==> src/rtl/core/touch_pressure_pointer_mapper_unit_defines.svh <==
// assertion macros for the touch pressure pointer mapper
// used by the top level only; no other dependencies
`ifndef TOUCH_PRESSURE_POINTER_MAPPER_UNIT_DEFINES_SVH
`define TOUCH_PRESSURE_POINTER_MAPPER_UNIT_DEFINES_SVH

`ifndef SYNTH
`define TPPM_ASSERT_SAME(label, clk, rst_n, ante, cons, msg) \
  label: assert property (@(posedge clk) disable iff (!rst_n) (ante) |-> (cons)) \
    else $error(msg);
`define TPPM_ASSERT_NEXT(label, clk, rst_n, ante, cons, msg) \
  label: assert property (@(posedge clk) disable iff (!rst_n) (ante) |=> (cons)) \
    else $error(msg);
`else
`define TPPM_ASSERT_SAME(label, clk, rst_n, ante, cons, msg)
`define TPPM_ASSERT_NEXT(label, clk, rst_n, ante, cons, msg)
`endif

`endif

==> src/rtl/core/tppm_pkg.sv <==
// shared types and constants for the touch pressure pointer mapper
// no dependencies
`timescale 1ns / 1ps
`default_nettype none

package tppm_pkg;

  localparam int AXIS_W    = 16;
  localparam int SPAN_W    = 14;
  localparam int PROD_W    = AXIS_W + SPAN_W;
  localparam int STEP_W    = 5;
  localparam int CFG_IDX_W = 3;

  localparam logic [1:0] CMD_SYNC = 2'd0;
  localparam logic [1:0] CMD_ABS  = 2'd1;

  localparam logic [AXIS_W-1:0] AXIS_X        = 16'd0;
  localparam logic [AXIS_W-1:0] AXIS_Y        = 16'd1;
  localparam logic [AXIS_W-1:0] AXIS_PRESSURE = 16'd24;

  localparam logic [1:0] BTN_NONE    = 2'd0;
  localparam logic [1:0] BTN_PRESS   = 2'd1;
  localparam logic [1:0] BTN_RELEASE = 2'd2;

  localparam logic [1:0] MODE_FULL   = 2'd0;
  localparam logic [1:0] MODE_FILL_X = 2'd1;
  localparam logic [1:0] MODE_FILL_Y = 2'd2;
  localparam logic [1:0] MODE_NONE   = 2'd3;

  localparam logic [CFG_IDX_W-1:0] REG_SCALE_MODE    = 3'd0;
  localparam logic [CFG_IDX_W-1:0] REG_PRESS_LEVEL   = 3'd1;
  localparam logic [CFG_IDX_W-1:0] REG_LIFT_LEVEL    = 3'd2;
  localparam logic [CFG_IDX_W-1:0] REG_MOVE_LEVEL    = 3'd3;
  localparam logic [CFG_IDX_W-1:0] REG_SENSOR_X_MAX  = 3'd4;
  localparam logic [CFG_IDX_W-1:0] REG_SENSOR_Y_MAX  = 3'd5;
  localparam logic [CFG_IDX_W-1:0] REG_WINDOW_WIDTH  = 3'd6;
  localparam logic [CFG_IDX_W-1:0] REG_WINDOW_HEIGHT = 3'd7;

  typedef struct packed {
    logic [1:0]        scale_mode;
    logic [AXIS_W-1:0] press_level;
    logic [AXIS_W-1:0] lift_level;
    logic [AXIS_W-1:0] move_level;
    logic [AXIS_W-1:0] sensor_x_max;
    logic [AXIS_W-1:0] sensor_y_max;
    logic [SPAN_W-1:0] window_width;
    logic [SPAN_W-1:0] window_height;
  } cfg_regs_t;

  localparam cfg_regs_t CFG_RESET = '{
    scale_mode:    MODE_FILL_X,
    press_level:   16'd50,
    lift_level:    16'd20,
    move_level:    16'd0,
    sensor_x_max:  16'd4095,
    sensor_y_max:  16'd4095,
    window_width:  14'd1920,
    window_height: 14'd1080
  };

  typedef struct packed {
    logic              start;
    logic [AXIS_W-1:0] pos;
    logic [SPAN_W-1:0] span;
    logic [AXIS_W-1:0] maxv;
  } scale_req_t;

  typedef struct packed {
    logic              busy;
    logic              done;
    logic [AXIS_W-1:0] value;
  } scale_rsp_t;

  typedef enum logic [2:0] {
    ST_IDLE,
    ST_X_START,
    ST_X_WAIT,
    ST_Y_START,
    ST_Y_WAIT,
    ST_LOAD
  } ctrl_state_t;

endpackage

`default_nettype wire

==> src/rtl/core/tppm_if.sv <==
// valid/ready channel interfaces for requests, results and register writes
// depends on tppm_pkg
`timescale 1ns / 1ps
`default_nettype none

interface tppm_in_if;
  logic                          valid;
  logic                          ready;
  logic [1:0]                    cmd;
  logic [tppm_pkg::AXIS_W-1:0]   axis_code;
  logic [tppm_pkg::AXIS_W-1:0]   axis_value;
  modport source (output valid, cmd, axis_code, axis_value, input ready);
  modport sink (input valid, cmd, axis_code, axis_value, output ready);
endinterface

interface tppm_out_if;
  logic                          valid;
  logic                          ready;
  logic                          move_valid;
  logic [tppm_pkg::AXIS_W-1:0]   pointer_x;
  logic [tppm_pkg::AXIS_W-1:0]   pointer_y;
  logic [1:0]                    button_action;
  modport source (output valid, move_valid, pointer_x, pointer_y, button_action, input ready);
  modport sink (input valid, move_valid, pointer_x, pointer_y, button_action, output ready);
endinterface

interface tppm_cfg_if;
  logic                           valid;
  logic                           ready;
  logic [tppm_pkg::CFG_IDX_W-1:0] index;
  logic [tppm_pkg::AXIS_W-1:0]    data;
  modport source (output valid, index, data, input ready);
  modport sink (input valid, index, data, output ready);
endinterface

`default_nettype wire

==> src/rtl/core/tppm_cfg_regs.sv <==
// configuration register file, written through the register write channel
// depends on tppm_pkg and tppm_cfg_if
`timescale 1ns / 1ps
`default_nettype none

module tppm_cfg_regs (
  input  logic                clk,
  input  logic                rst_n,
  tppm_cfg_if.sink            cfg_bus,
  output tppm_pkg::cfg_regs_t cfg
);
  import tppm_pkg::*;

  cfg_regs_t cfg_r;
  cfg_regs_t cfg_nxt;

  assign cfg_bus.ready = 1'b1;
  assign cfg           = cfg_r;

  always_comb begin
    cfg_nxt = cfg_r;
    if (cfg_bus.valid) begin
      case (cfg_bus.index)
        REG_SCALE_MODE:    cfg_nxt.scale_mode    = cfg_bus.data[1:0];
        REG_PRESS_LEVEL:   cfg_nxt.press_level   = cfg_bus.data;
        REG_LIFT_LEVEL:    cfg_nxt.lift_level    = cfg_bus.data;
        REG_MOVE_LEVEL:    cfg_nxt.move_level    = cfg_bus.data;
        REG_SENSOR_X_MAX:  cfg_nxt.sensor_x_max  = cfg_bus.data;
        REG_SENSOR_Y_MAX:  cfg_nxt.sensor_y_max  = cfg_bus.data;
        REG_WINDOW_WIDTH:  cfg_nxt.window_width  = cfg_bus.data[SPAN_W-1:0];
        REG_WINDOW_HEIGHT: cfg_nxt.window_height = cfg_bus.data[SPAN_W-1:0];
        default:           cfg_nxt = cfg_r;
      endcase
    end
  end

  always_ff @(posedge clk) begin
    if (!rst_n) begin
      cfg_r <= CFG_RESET;
    end else begin
      cfg_r <= cfg_nxt;
    end
  end

endmodule

`default_nettype wire

==> src/rtl/core/tppm_scale_unit.sv <==
// shared scaling unit: one multiply, then a restoring divide one bit a cycle
// depends on tppm_pkg
`timescale 1ns / 1ps
`default_nettype none

module tppm_scale_unit #(
  parameter logic [15:0] COORD_LIMIT = 16'hFFFF
) (
  input  logic                 clk,
  input  logic                 rst_n,
  input  tppm_pkg::scale_req_t req,
  output tppm_pkg::scale_rsp_t rsp
);
  import tppm_pkg::*;

  logic              busy_r, busy_nxt;
  logic              done_r, done_nxt;
  logic [STEP_W-1:0] cnt_r, cnt_nxt;
  logic [PROD_W-1:0] dvd_r, dvd_nxt;
  logic [PROD_W-1:0] quo_r, quo_nxt;
  logic [AXIS_W-1:0] rem_r, rem_nxt;
  logic [AXIS_W-1:0] maxv_r, maxv_nxt;
  logic [AXIS_W-1:0] value_r, value_nxt;
  logic [AXIS_W:0]   rem_sh;
  logic              q_bit;

  assign rem_sh = {rem_r, dvd_r[PROD_W-1]};
  assign q_bit  = (rem_sh >= {1'b0, maxv_r});

  always_comb begin
    busy_nxt  = busy_r;
    done_nxt  = 1'b0;
    cnt_nxt   = cnt_r;
    dvd_nxt   = dvd_r;
    quo_nxt   = quo_r;
    rem_nxt   = rem_r;
    maxv_nxt  = maxv_r;
    value_nxt = value_r;
    if (req.start) begin
      busy_nxt = 1'b1;
      cnt_nxt  = STEP_W'(PROD_W - 1);
      dvd_nxt  = PROD_W'(req.pos) * PROD_W'(req.span);
      quo_nxt  = '0;
      rem_nxt  = '0;
      maxv_nxt = req.maxv;
    end else if (busy_r) begin
      rem_nxt = q_bit ? AXIS_W'(rem_sh - {1'b0, maxv_r}) : rem_sh[AXIS_W-1:0];
      dvd_nxt = {dvd_r[PROD_W-2:0], 1'b0};
      quo_nxt = {quo_r[PROD_W-2:0], q_bit};
      cnt_nxt = cnt_r - STEP_W'(1);
      if (cnt_r == '0) begin
        busy_nxt  = 1'b0;
        done_nxt  = 1'b1;
        // divide by zero gives all ones and lands on the limit
        value_nxt = (quo_nxt > PROD_W'(COORD_LIMIT)) ? COORD_LIMIT : quo_nxt[AXIS_W-1:0];
      end
    end
  end

  always_ff @(posedge clk) begin
    if (!rst_n) begin
      busy_r <= 1'b0;
      done_r <= 1'b0;
      cnt_r  <= '0;
    end else begin
      busy_r <= busy_nxt;
      done_r <= done_nxt;
      cnt_r  <= cnt_nxt;
    end
  end

  always_ff @(posedge clk) begin
    dvd_r   <= dvd_nxt;
    quo_r   <= quo_nxt;
    rem_r   <= rem_nxt;
    maxv_r  <= maxv_nxt;
    value_r <= value_nxt;
  end

  assign rsp.busy  = busy_r;
  assign rsp.done  = done_r;
  assign rsp.value = value_r;

endmodule

`default_nettype wire

==> src/rtl/core/touch_pressure_pointer_mapper_unit.sv <==
// a sync with move runs two 30-step divides on the shared unit, X then Y, before the
// result register; a sync without move skips the divides; absolute and other events give no result
// throughput: one absolute or other event per cycle while idle; a sync holds off new requests
// until its result is loaded, the single bit-serial divider being used for X then Y;
// a stalled result holds the block in its load state
// reset: synchronous active low, registers to defaults, held X, Y, pressure to zero
`timescale 1ns / 1ps
`default_nettype none
`include "touch_pressure_pointer_mapper_unit_defines.svh"

module touch_pressure_pointer_mapper_unit #(
  parameter int COORD_BITS = 16
) (
  input  logic       clk,
  input  logic       rst_n,
  tppm_in_if.sink    in_bus,
  tppm_out_if.source out_bus,
  tppm_cfg_if.sink   cfg_bus
);
  import tppm_pkg::*;

  localparam logic [63:0] LIMIT_WIDE = (64'd1 << COORD_BITS) - 64'd1;
  localparam logic [AXIS_W-1:0] COORD_LIMIT =
    (COORD_BITS >= AXIS_W) ? {AXIS_W{1'b1}} : LIMIT_WIDE[AXIS_W-1:0];

  cfg_regs_t   cfg;
  scale_req_t  scale_req;
  scale_rsp_t  scale_rsp;

  ctrl_state_t       state_r, state_nxt;
  logic [AXIS_W-1:0] held_x_r, held_x_nxt;
  logic [AXIS_W-1:0] held_y_r, held_y_nxt;
  logic [AXIS_W-1:0] held_p_r, held_p_nxt;
  logic [AXIS_W-1:0] op_x_r, op_x_nxt;
  logic [AXIS_W-1:0] op_y_r, op_y_nxt;
  logic              mv_r, mv_nxt;
  logic [1:0]        btn_r, btn_nxt;
  logic [AXIS_W-1:0] px_r, px_nxt;
  logic [AXIS_W-1:0] py_r, py_nxt;
  logic              out_valid_r, out_valid_nxt;
  logic              out_mv_r, out_mv_nxt;
  logic [AXIS_W-1:0] out_px_r, out_px_nxt;
  logic [AXIS_W-1:0] out_py_r, out_py_nxt;
  logic [1:0]        out_btn_r, out_btn_nxt;
  logic              in_take;
  logic [SPAN_W-1:0] span_x, span_y;
  logic [AXIS_W-1:0] maxv_x, maxv_y;

  tppm_cfg_regs u_cfg (
    .clk     (clk),
    .rst_n   (rst_n),
    .cfg_bus (cfg_bus),
    .cfg     (cfg)
  );

  tppm_scale_unit #(
    .COORD_LIMIT (COORD_LIMIT)
  ) u_scale (
    .clk   (clk),
    .rst_n (rst_n),
    .req   (scale_req),
    .rsp   (scale_rsp)
  );

  // operand selection per mode
  always_comb begin
    case (cfg.scale_mode)
      MODE_FULL: begin
        span_x = cfg.window_width;  maxv_x = cfg.sensor_x_max;
        span_y = cfg.window_height; maxv_y = cfg.sensor_y_max;
      end
      MODE_FILL_X: begin
        span_x = cfg.window_width;  maxv_x = cfg.sensor_x_max;
        span_y = cfg.window_width;  maxv_y = cfg.sensor_x_max;
      end
      MODE_FILL_Y: begin
        span_x = cfg.window_height; maxv_x = cfg.sensor_y_max;
        span_y = cfg.window_height; maxv_y = cfg.sensor_y_max;
      end
      default: begin
        span_x = SPAN_W'(1);        maxv_x = AXIS_W'(1);
        span_y = SPAN_W'(1);        maxv_y = AXIS_W'(1);
      end
    endcase
  end

  always_comb begin
    scale_req.start = (state_r == ST_X_START) || (state_r == ST_Y_START);
    scale_req.pos   = (state_r == ST_Y_START) ? op_y_r : op_x_r;
    scale_req.span  = (state_r == ST_Y_START) ? span_y : span_x;
    scale_req.maxv  = (state_r == ST_Y_START) ? maxv_y : maxv_x;
  end

  assign in_bus.ready = (state_r == ST_IDLE);
  assign in_take      = in_bus.valid && (state_r == ST_IDLE);

  always_comb begin
    state_nxt     = state_r;
    held_x_nxt    = held_x_r;
    held_y_nxt    = held_y_r;
    held_p_nxt    = held_p_r;
    op_x_nxt      = op_x_r;
    op_y_nxt      = op_y_r;
    mv_nxt        = mv_r;
    btn_nxt       = btn_r;
    px_nxt        = px_r;
    py_nxt        = py_r;
    out_valid_nxt = out_valid_r && !out_bus.ready;
    out_mv_nxt    = out_mv_r;
    out_px_nxt    = out_px_r;
    out_py_nxt    = out_py_r;
    out_btn_nxt   = out_btn_r;
    case (state_r)
      ST_IDLE: begin
        if (in_take && ((in_bus.cmd == CMD_SYNC) || (in_bus.cmd == CMD_ABS))) begin
          if (in_bus.cmd == CMD_SYNC) begin
            op_x_nxt = held_x_r;
            op_y_nxt = held_y_r;
            mv_nxt   = (held_p_r >= cfg.move_level);
            px_nxt   = '0;
            py_nxt   = '0;
            if (held_p_r >= cfg.press_level) begin
              btn_nxt = BTN_PRESS;
            end else if (held_p_r <= cfg.lift_level) begin
              btn_nxt = BTN_RELEASE;
            end else begin
              btn_nxt = BTN_NONE;
            end
            state_nxt = (held_p_r >= cfg.move_level) ? ST_X_START : ST_LOAD;
          end
          // a zero X is a spurious jump
          if ((in_bus.axis_code == AXIS_X) && (in_bus.axis_value != '0)) begin
            held_x_nxt = in_bus.axis_value;
          end else if (in_bus.axis_code == AXIS_Y) begin
            held_y_nxt = in_bus.axis_value;
          end else if (in_bus.axis_code == AXIS_PRESSURE) begin
            held_p_nxt = in_bus.axis_value;
          end
        end
      end
      ST_X_START: state_nxt = ST_X_WAIT;
      ST_X_WAIT: begin
        if (scale_rsp.done) begin
          px_nxt    = scale_rsp.value;
          state_nxt = ST_Y_START;
        end
      end
      ST_Y_START: state_nxt = ST_Y_WAIT;
      ST_Y_WAIT: begin
        if (scale_rsp.done) begin
          py_nxt    = scale_rsp.value;
          state_nxt = ST_LOAD;
        end
      end
      ST_LOAD: begin
        if (!out_valid_r || out_bus.ready) begin
          out_valid_nxt = 1'b1;
          out_mv_nxt    = mv_r;
          out_px_nxt    = px_r;
          out_py_nxt    = py_r;
          out_btn_nxt   = btn_r;
          state_nxt     = ST_IDLE;
        end
      end
      default: state_nxt = ST_IDLE;
    endcase
  end

  always_ff @(posedge clk) begin
    if (!rst_n) begin
      state_r     <= ST_IDLE;
      held_x_r    <= '0;
      held_y_r    <= '0;
      held_p_r    <= '0;
      out_valid_r <= 1'b0;
    end else begin
      state_r     <= state_nxt;
      held_x_r    <= held_x_nxt;
      held_y_r    <= held_y_nxt;
      held_p_r    <= held_p_nxt;
      out_valid_r <= out_valid_nxt;
    end
  end

  always_ff @(posedge clk) begin
    op_x_r    <= op_x_nxt;
    op_y_r    <= op_y_nxt;
    mv_r      <= mv_nxt;
    btn_r     <= btn_nxt;
    px_r      <= px_nxt;
    py_r      <= py_nxt;
    out_mv_r  <= out_mv_nxt;
    out_px_r  <= out_px_nxt;
    out_py_r  <= out_py_nxt;
    out_btn_r <= out_btn_nxt;
  end

  assign out_bus.valid         = out_valid_r;
  assign out_bus.move_valid    = out_mv_r;
  assign out_bus.pointer_x     = out_px_r;
  assign out_bus.pointer_y     = out_py_r;
  assign out_bus.button_action = out_btn_r;

  `TPPM_ASSERT_SAME(a_busy_blocks_input, clk, rst_n, scale_rsp.busy, !in_bus.ready, "request taken while scaling")
  `TPPM_ASSERT_SAME(a_no_move_zero, clk, rst_n, out_bus.valid && !out_bus.move_valid, (out_bus.pointer_x == '0) && (out_bus.pointer_y == '0), "pointer set without move")
  `TPPM_ASSERT_SAME(a_btn_code, clk, rst_n, out_bus.valid, (out_bus.button_action == BTN_NONE) || (out_bus.button_action == BTN_PRESS) || (out_bus.button_action == BTN_RELEASE), "bad button code")
  `TPPM_ASSERT_NEXT(a_x_then_y, clk, rst_n, scale_rsp.done && (state_r == ST_X_WAIT), state_r == ST_Y_START, "y scaling not started after x")

endmodule

`default_nettype wire

==> src/flat_wrapper.sv <==
// flat-port wrapper written by rule: the top's interface ports become plain ports
module touch_pressure_pointer_mapper_unit_flat import tppm_pkg::*;
#(
  parameter int COORD_BITS = 16
)
  (clk, rst_n, in_bus_valid, in_bus_cmd, in_bus_axis_code, in_bus_axis_value, in_bus_ready, out_bus_valid, out_bus_move_valid, out_bus_pointer_x, out_bus_pointer_y, out_bus_button_action, out_bus_ready, cfg_bus_valid, cfg_bus_index, cfg_bus_data, cfg_bus_ready);
  tppm_in_if in_bus_i ();
  tppm_out_if out_bus_i ();
  tppm_cfg_if cfg_bus_i ();
  input  logic clk;
  input  logic rst_n;
  input wire logic [$bits(in_bus_i.valid)-1:0] in_bus_valid;
  input wire logic [$bits(in_bus_i.cmd)-1:0] in_bus_cmd;
  input wire logic [$bits(in_bus_i.axis_code)-1:0] in_bus_axis_code;
  input wire logic [$bits(in_bus_i.axis_value)-1:0] in_bus_axis_value;
  output wire logic [$bits(in_bus_i.ready)-1:0] in_bus_ready;
  output wire logic [$bits(out_bus_i.valid)-1:0] out_bus_valid;
  output wire logic [$bits(out_bus_i.move_valid)-1:0] out_bus_move_valid;
  output wire logic [$bits(out_bus_i.pointer_x)-1:0] out_bus_pointer_x;
  output wire logic [$bits(out_bus_i.pointer_y)-1:0] out_bus_pointer_y;
  output wire logic [$bits(out_bus_i.button_action)-1:0] out_bus_button_action;
  input wire logic [$bits(out_bus_i.ready)-1:0] out_bus_ready;
  input wire logic [$bits(cfg_bus_i.valid)-1:0] cfg_bus_valid;
  input wire logic [$bits(cfg_bus_i.index)-1:0] cfg_bus_index;
  input wire logic [$bits(cfg_bus_i.data)-1:0] cfg_bus_data;
  output wire logic [$bits(cfg_bus_i.ready)-1:0] cfg_bus_ready;
  assign in_bus_i.valid = in_bus_valid;
  assign in_bus_i.cmd = in_bus_cmd;
  assign in_bus_i.axis_code = in_bus_axis_code;
  assign in_bus_i.axis_value = in_bus_axis_value;
  assign in_bus_ready = in_bus_i.ready;
  assign out_bus_valid = out_bus_i.valid;
  assign out_bus_move_valid = out_bus_i.move_valid;
  assign out_bus_pointer_x = out_bus_i.pointer_x;
  assign out_bus_pointer_y = out_bus_i.pointer_y;
  assign out_bus_button_action = out_bus_i.button_action;
  assign out_bus_i.ready = out_bus_ready;
  assign cfg_bus_i.valid = cfg_bus_valid;
  assign cfg_bus_i.index = cfg_bus_index;
  assign cfg_bus_i.data = cfg_bus_data;
  assign cfg_bus_ready = cfg_bus_i.ready;
  touch_pressure_pointer_mapper_unit #(.COORD_BITS(COORD_BITS)) u_core (.clk(clk), .rst_n(rst_n), .in_bus(in_bus_i), .out_bus(out_bus_i), .cfg_bus(cfg_bus_i));
endmodule
==> config.mk <==
export PLATFORM = sky130hd
export DESIGN_NAME = touch_pressure_pointer_mapper_unit_flat
export DESIGN_NICKNAME = d
export VERILOG_FILES = /design/src/rtl/core/tppm_pkg.sv /design/src/rtl/core/tppm_if.sv /design/src/rtl/core/tppm_cfg_regs.sv /design/src/rtl/core/tppm_scale_unit.sv /design/src/rtl/core/touch_pressure_pointer_mapper_unit.sv /design/src/flat_wrapper.sv
export VERILOG_INCLUDE_DIRS = /design/src /design/src/rtl/core
export SDC_FILE = /design/constraint.sdc
export NUM_CORES = 1
export LEC_CHECK = 0
export ABC_AREA = 1
export BUFFER_PORTS_ARGS = -buffer_cell sky130_fd_sc_hd__buf_2
export CORE_UTILIZATION = 60
export DETAILED_ROUTE_END_ITERATION = 8
export GPL_ROUTABILITY_DRIVEN = 0
export PLACE_DENSITY = 0.88
export SLEW_MARGIN = 20
export SYNTH_ARGS = -nofsm -noshare
export SYNTH_HDL_FRONTEND = slang
export SYNTH_HIERARCHICAL = 1
export SYNTH_SLANG_ARGS = --single-unit
==> constraint.sdc <==
create_clock -name clk -period 18.1 [get_ports clk]
set_clock_uncertainty 0.2 [all_clocks]
set_input_delay 1.81 -clock clk [delete_from_list [all_inputs] [get_ports clk]]
set_output_delay 1.81 -clock clk [all_outputs]
set_load 0.01 [all_outputs]
==> flow_summary.ini <==
[floorplanning]
die_height_um = 206
io_pins = 96
dieArea_um2 = 42600
rows = 74
initial_core_util = 0.612
die_w_um = 206
coreArea_um2 = 41000

[cts]
clock_latency_ps = 580
h-tree-depth = 2
numCtsBuffers = 40
clk_path_buf_depth = 3
cts_num_sinks = 378
clkTransAtPathRegs_ps = 60
cts_resized = 0
cts_hold_buf = 0
post_cts_buffers = 0
cts-root-buf = clkbuf_16
cts_tree = built

[timing]
report.final.slew_viol_count = 0
tightest_slew_ps = 1010
hold-worst-slack_ps = 214
rsz0062_at_grt = false
fin_crit_ps = 8450
fmax_mhz = 118
worst_slack_ps = 9650
setup_violations = 0
layout_worst_path_cycle_share = 0.467
setup_tns_ps = 0
hold_viol = 0
slew_headroom = 0.321

[finish]
drive_gt1_frac = 0.0729
num_antenna_cells = 0
area.growth.synth_to_final_pct = 8.20
nNetsFinal = 3564
fill_cells = 3151
post-route-util = 0.662

[yosys]
yosysWarnings = 6
syn_avg_cell_area_um2 = 7.95
synth_nets = 3541
syn_inst = 3157
netlist_area_um2 = 25100

[pwr]
p_leak_nw = 13.8
pwr-share-comb = 0.464
power.share.clock = 0.231
p_int_mw = 2.15
total_power_mw = 3.66
switching_share = 0.414
peakVddDrop_v = 0.000108
powerDensity_nw_per_um2 = 135
netSwitchingPower_mw = 1.52
p_seq_frac = 0.305

[worst_setup_path]
crit_path_max_incr_delay_ps = 590
cpMaxStageDelayCell = a32o_1
timing.rr.start = u_core/state_r[0]$_SDFFE_PN0P_
start_kind = flop
critPathCaptureType = flop
crit_type = reg2reg
cpLargestDelayFamily = adder cells
crit_start = u_core/state_r[0]$_SDFFE_PN0P_
worstPathMaxFanout = 45
crit_arrival_ps = 8550
worst-path-buf-inv = 9
cp.required_ps = 18210

[detailed_routing]
drt_iter0_drc = 1850
firstDrtPassIters = 8
vias = 20700
vias_per_cell = 5.52
routed_wirelength_um = 59200
postRouteAntennaNets = 0
drc_errors = 7
wl_per_cell_um = 15.8

[status]
status = finished, violations left
violations = design-rule violations

[hold_path]
holdCritStartpoint = u_core/py_r[4]$_SDFFCE_PN0P_
hold_path.class = reg2reg

[grt]
grt_max_degree = 86
grt_pass1_wl_um = 96800
grt_pass1_vias = 20000
antenna_found_initial = 0
grt_usage = 0.286
grt.overflow.total = 0

[job]
maxCapViolCount = 0

[placed_design]
hpwlAfterDp_um = 42200
dpl_worst_slack_ps = 9860
io_buffers = 94
[power by group through the flow]
| stage | clock [mW] | combinational (mW) | sequential [mW] |
|---|---|---|---|
| floorplan | 0 | 1.24 | 1.12 |
| global placement | 0 | 1.60 | 1.13 |
| detailed placement | 0 | 1.65 | 1.13 |
| CTS | 0.857 | 1.67 | 1.12 |
| global route | 0.887 | 1.93 | 1.13 |
| finish | 0.847 | 1.70 | 1.12 |
[final timing paths]
kind,endpoint,slack [ps],cells after the start
hold reg to reg,u_core/out_bus.pointer_y[4]$_DFFE_PP_,210,0
setup / recovery,u_core/u_scale/dvd_r[15]$_DFFE_PP_,9650,29
setup reg to reg,u_core/u_scale/dvd_r[15]$_DFFE_PP_,9650,29
hold / removal,u_core/out_bus.pointer_y[4]$_DFFE_PP_,210,0
[per-stage QoR]
step | cells | cell area, um2
final | 3744 | 27100
after global routing | 3744 | 27100
after CTS | 3743 | 27100
after detailed placement | 3669 | 25800
after global placement | 3669 | 25800
after floorplan | 3157 | 25100
[placed cells by master, fill, tap and decap left out, types with 17 or more instances in the layout]
cell type    n
edfxtp_1   164
buf_2       93
a32o_1      21
inv_1      591
o21ai_0     42
a21oi_1    107
nand4_1     52
dfxtp_1    214
nand3_1    181
ha_1       160
nor2_1     296
nor3_1      20
fa_1       166
buf_4       17
clkbuf_16   42
nand2_1    853
o22ai_1     28
[sequential cells by signal, summed over array words and instances, names as in the netlist, 2 cells and up]
| signal | cells |
|---|---|
| u_core/op_y_r | 16 |
| u_core/op_x_r | 16 |
| u_core/u_scale/dvd_r | 30 |
| u_core/out_bus.pointer_x | 16 |
| u_core/u_scale/quo_r | 29 |
| u_core/u_scale/maxv_r | 16 |
| u_core/held_x_r | 16 |
| u_core/out_bus.button_action | 2 |
| u_core/u_cfg/cfg | 110 |
| u_core/held_p_r | 16 |
| u_core/u_scale/cnt_r | 5 |
| u_core/held_y_r | 16 |
| u_core/out_bus.pointer_y | 16 |
| u_core/u_scale/value_r | 16 |
| u_core/btn_r | 2 |
| u_core/state_r | 3 |
| u_core/py_r | 16 |
| u_core/u_scale/rem_r | 16 |
| u_core/px_r | 16 |
[per-layer routing]
layer	share of wire	vias to the layer above	track usage
met2	0.47	981	0.478
met3	0.086	165	0.0503
met1	0.40	9682	0.365
met4	0.035	0	0.117
met5	0	-	0
li1	-	9842	-
[layout make-up]
| cell class | instances | area (um2) | share of cell area |
|---|---|---|---|
| multi-input cells | 2046 | 13000 | 0.480 |
| flip-flops and latches | 378 | 9210 | 0.339 |
| inverters | 603 | 2260 | 0.0834 |
| clock buffers | 54 | 1140 | 0.0420 |
| well taps | 532 | 666 | 0.0245 |
| repair buffers | 111 | 621 | 0.0229 |
| clock inverters | 20 | 218 | 0.00802 |
(Power assumes the default switching activity.)
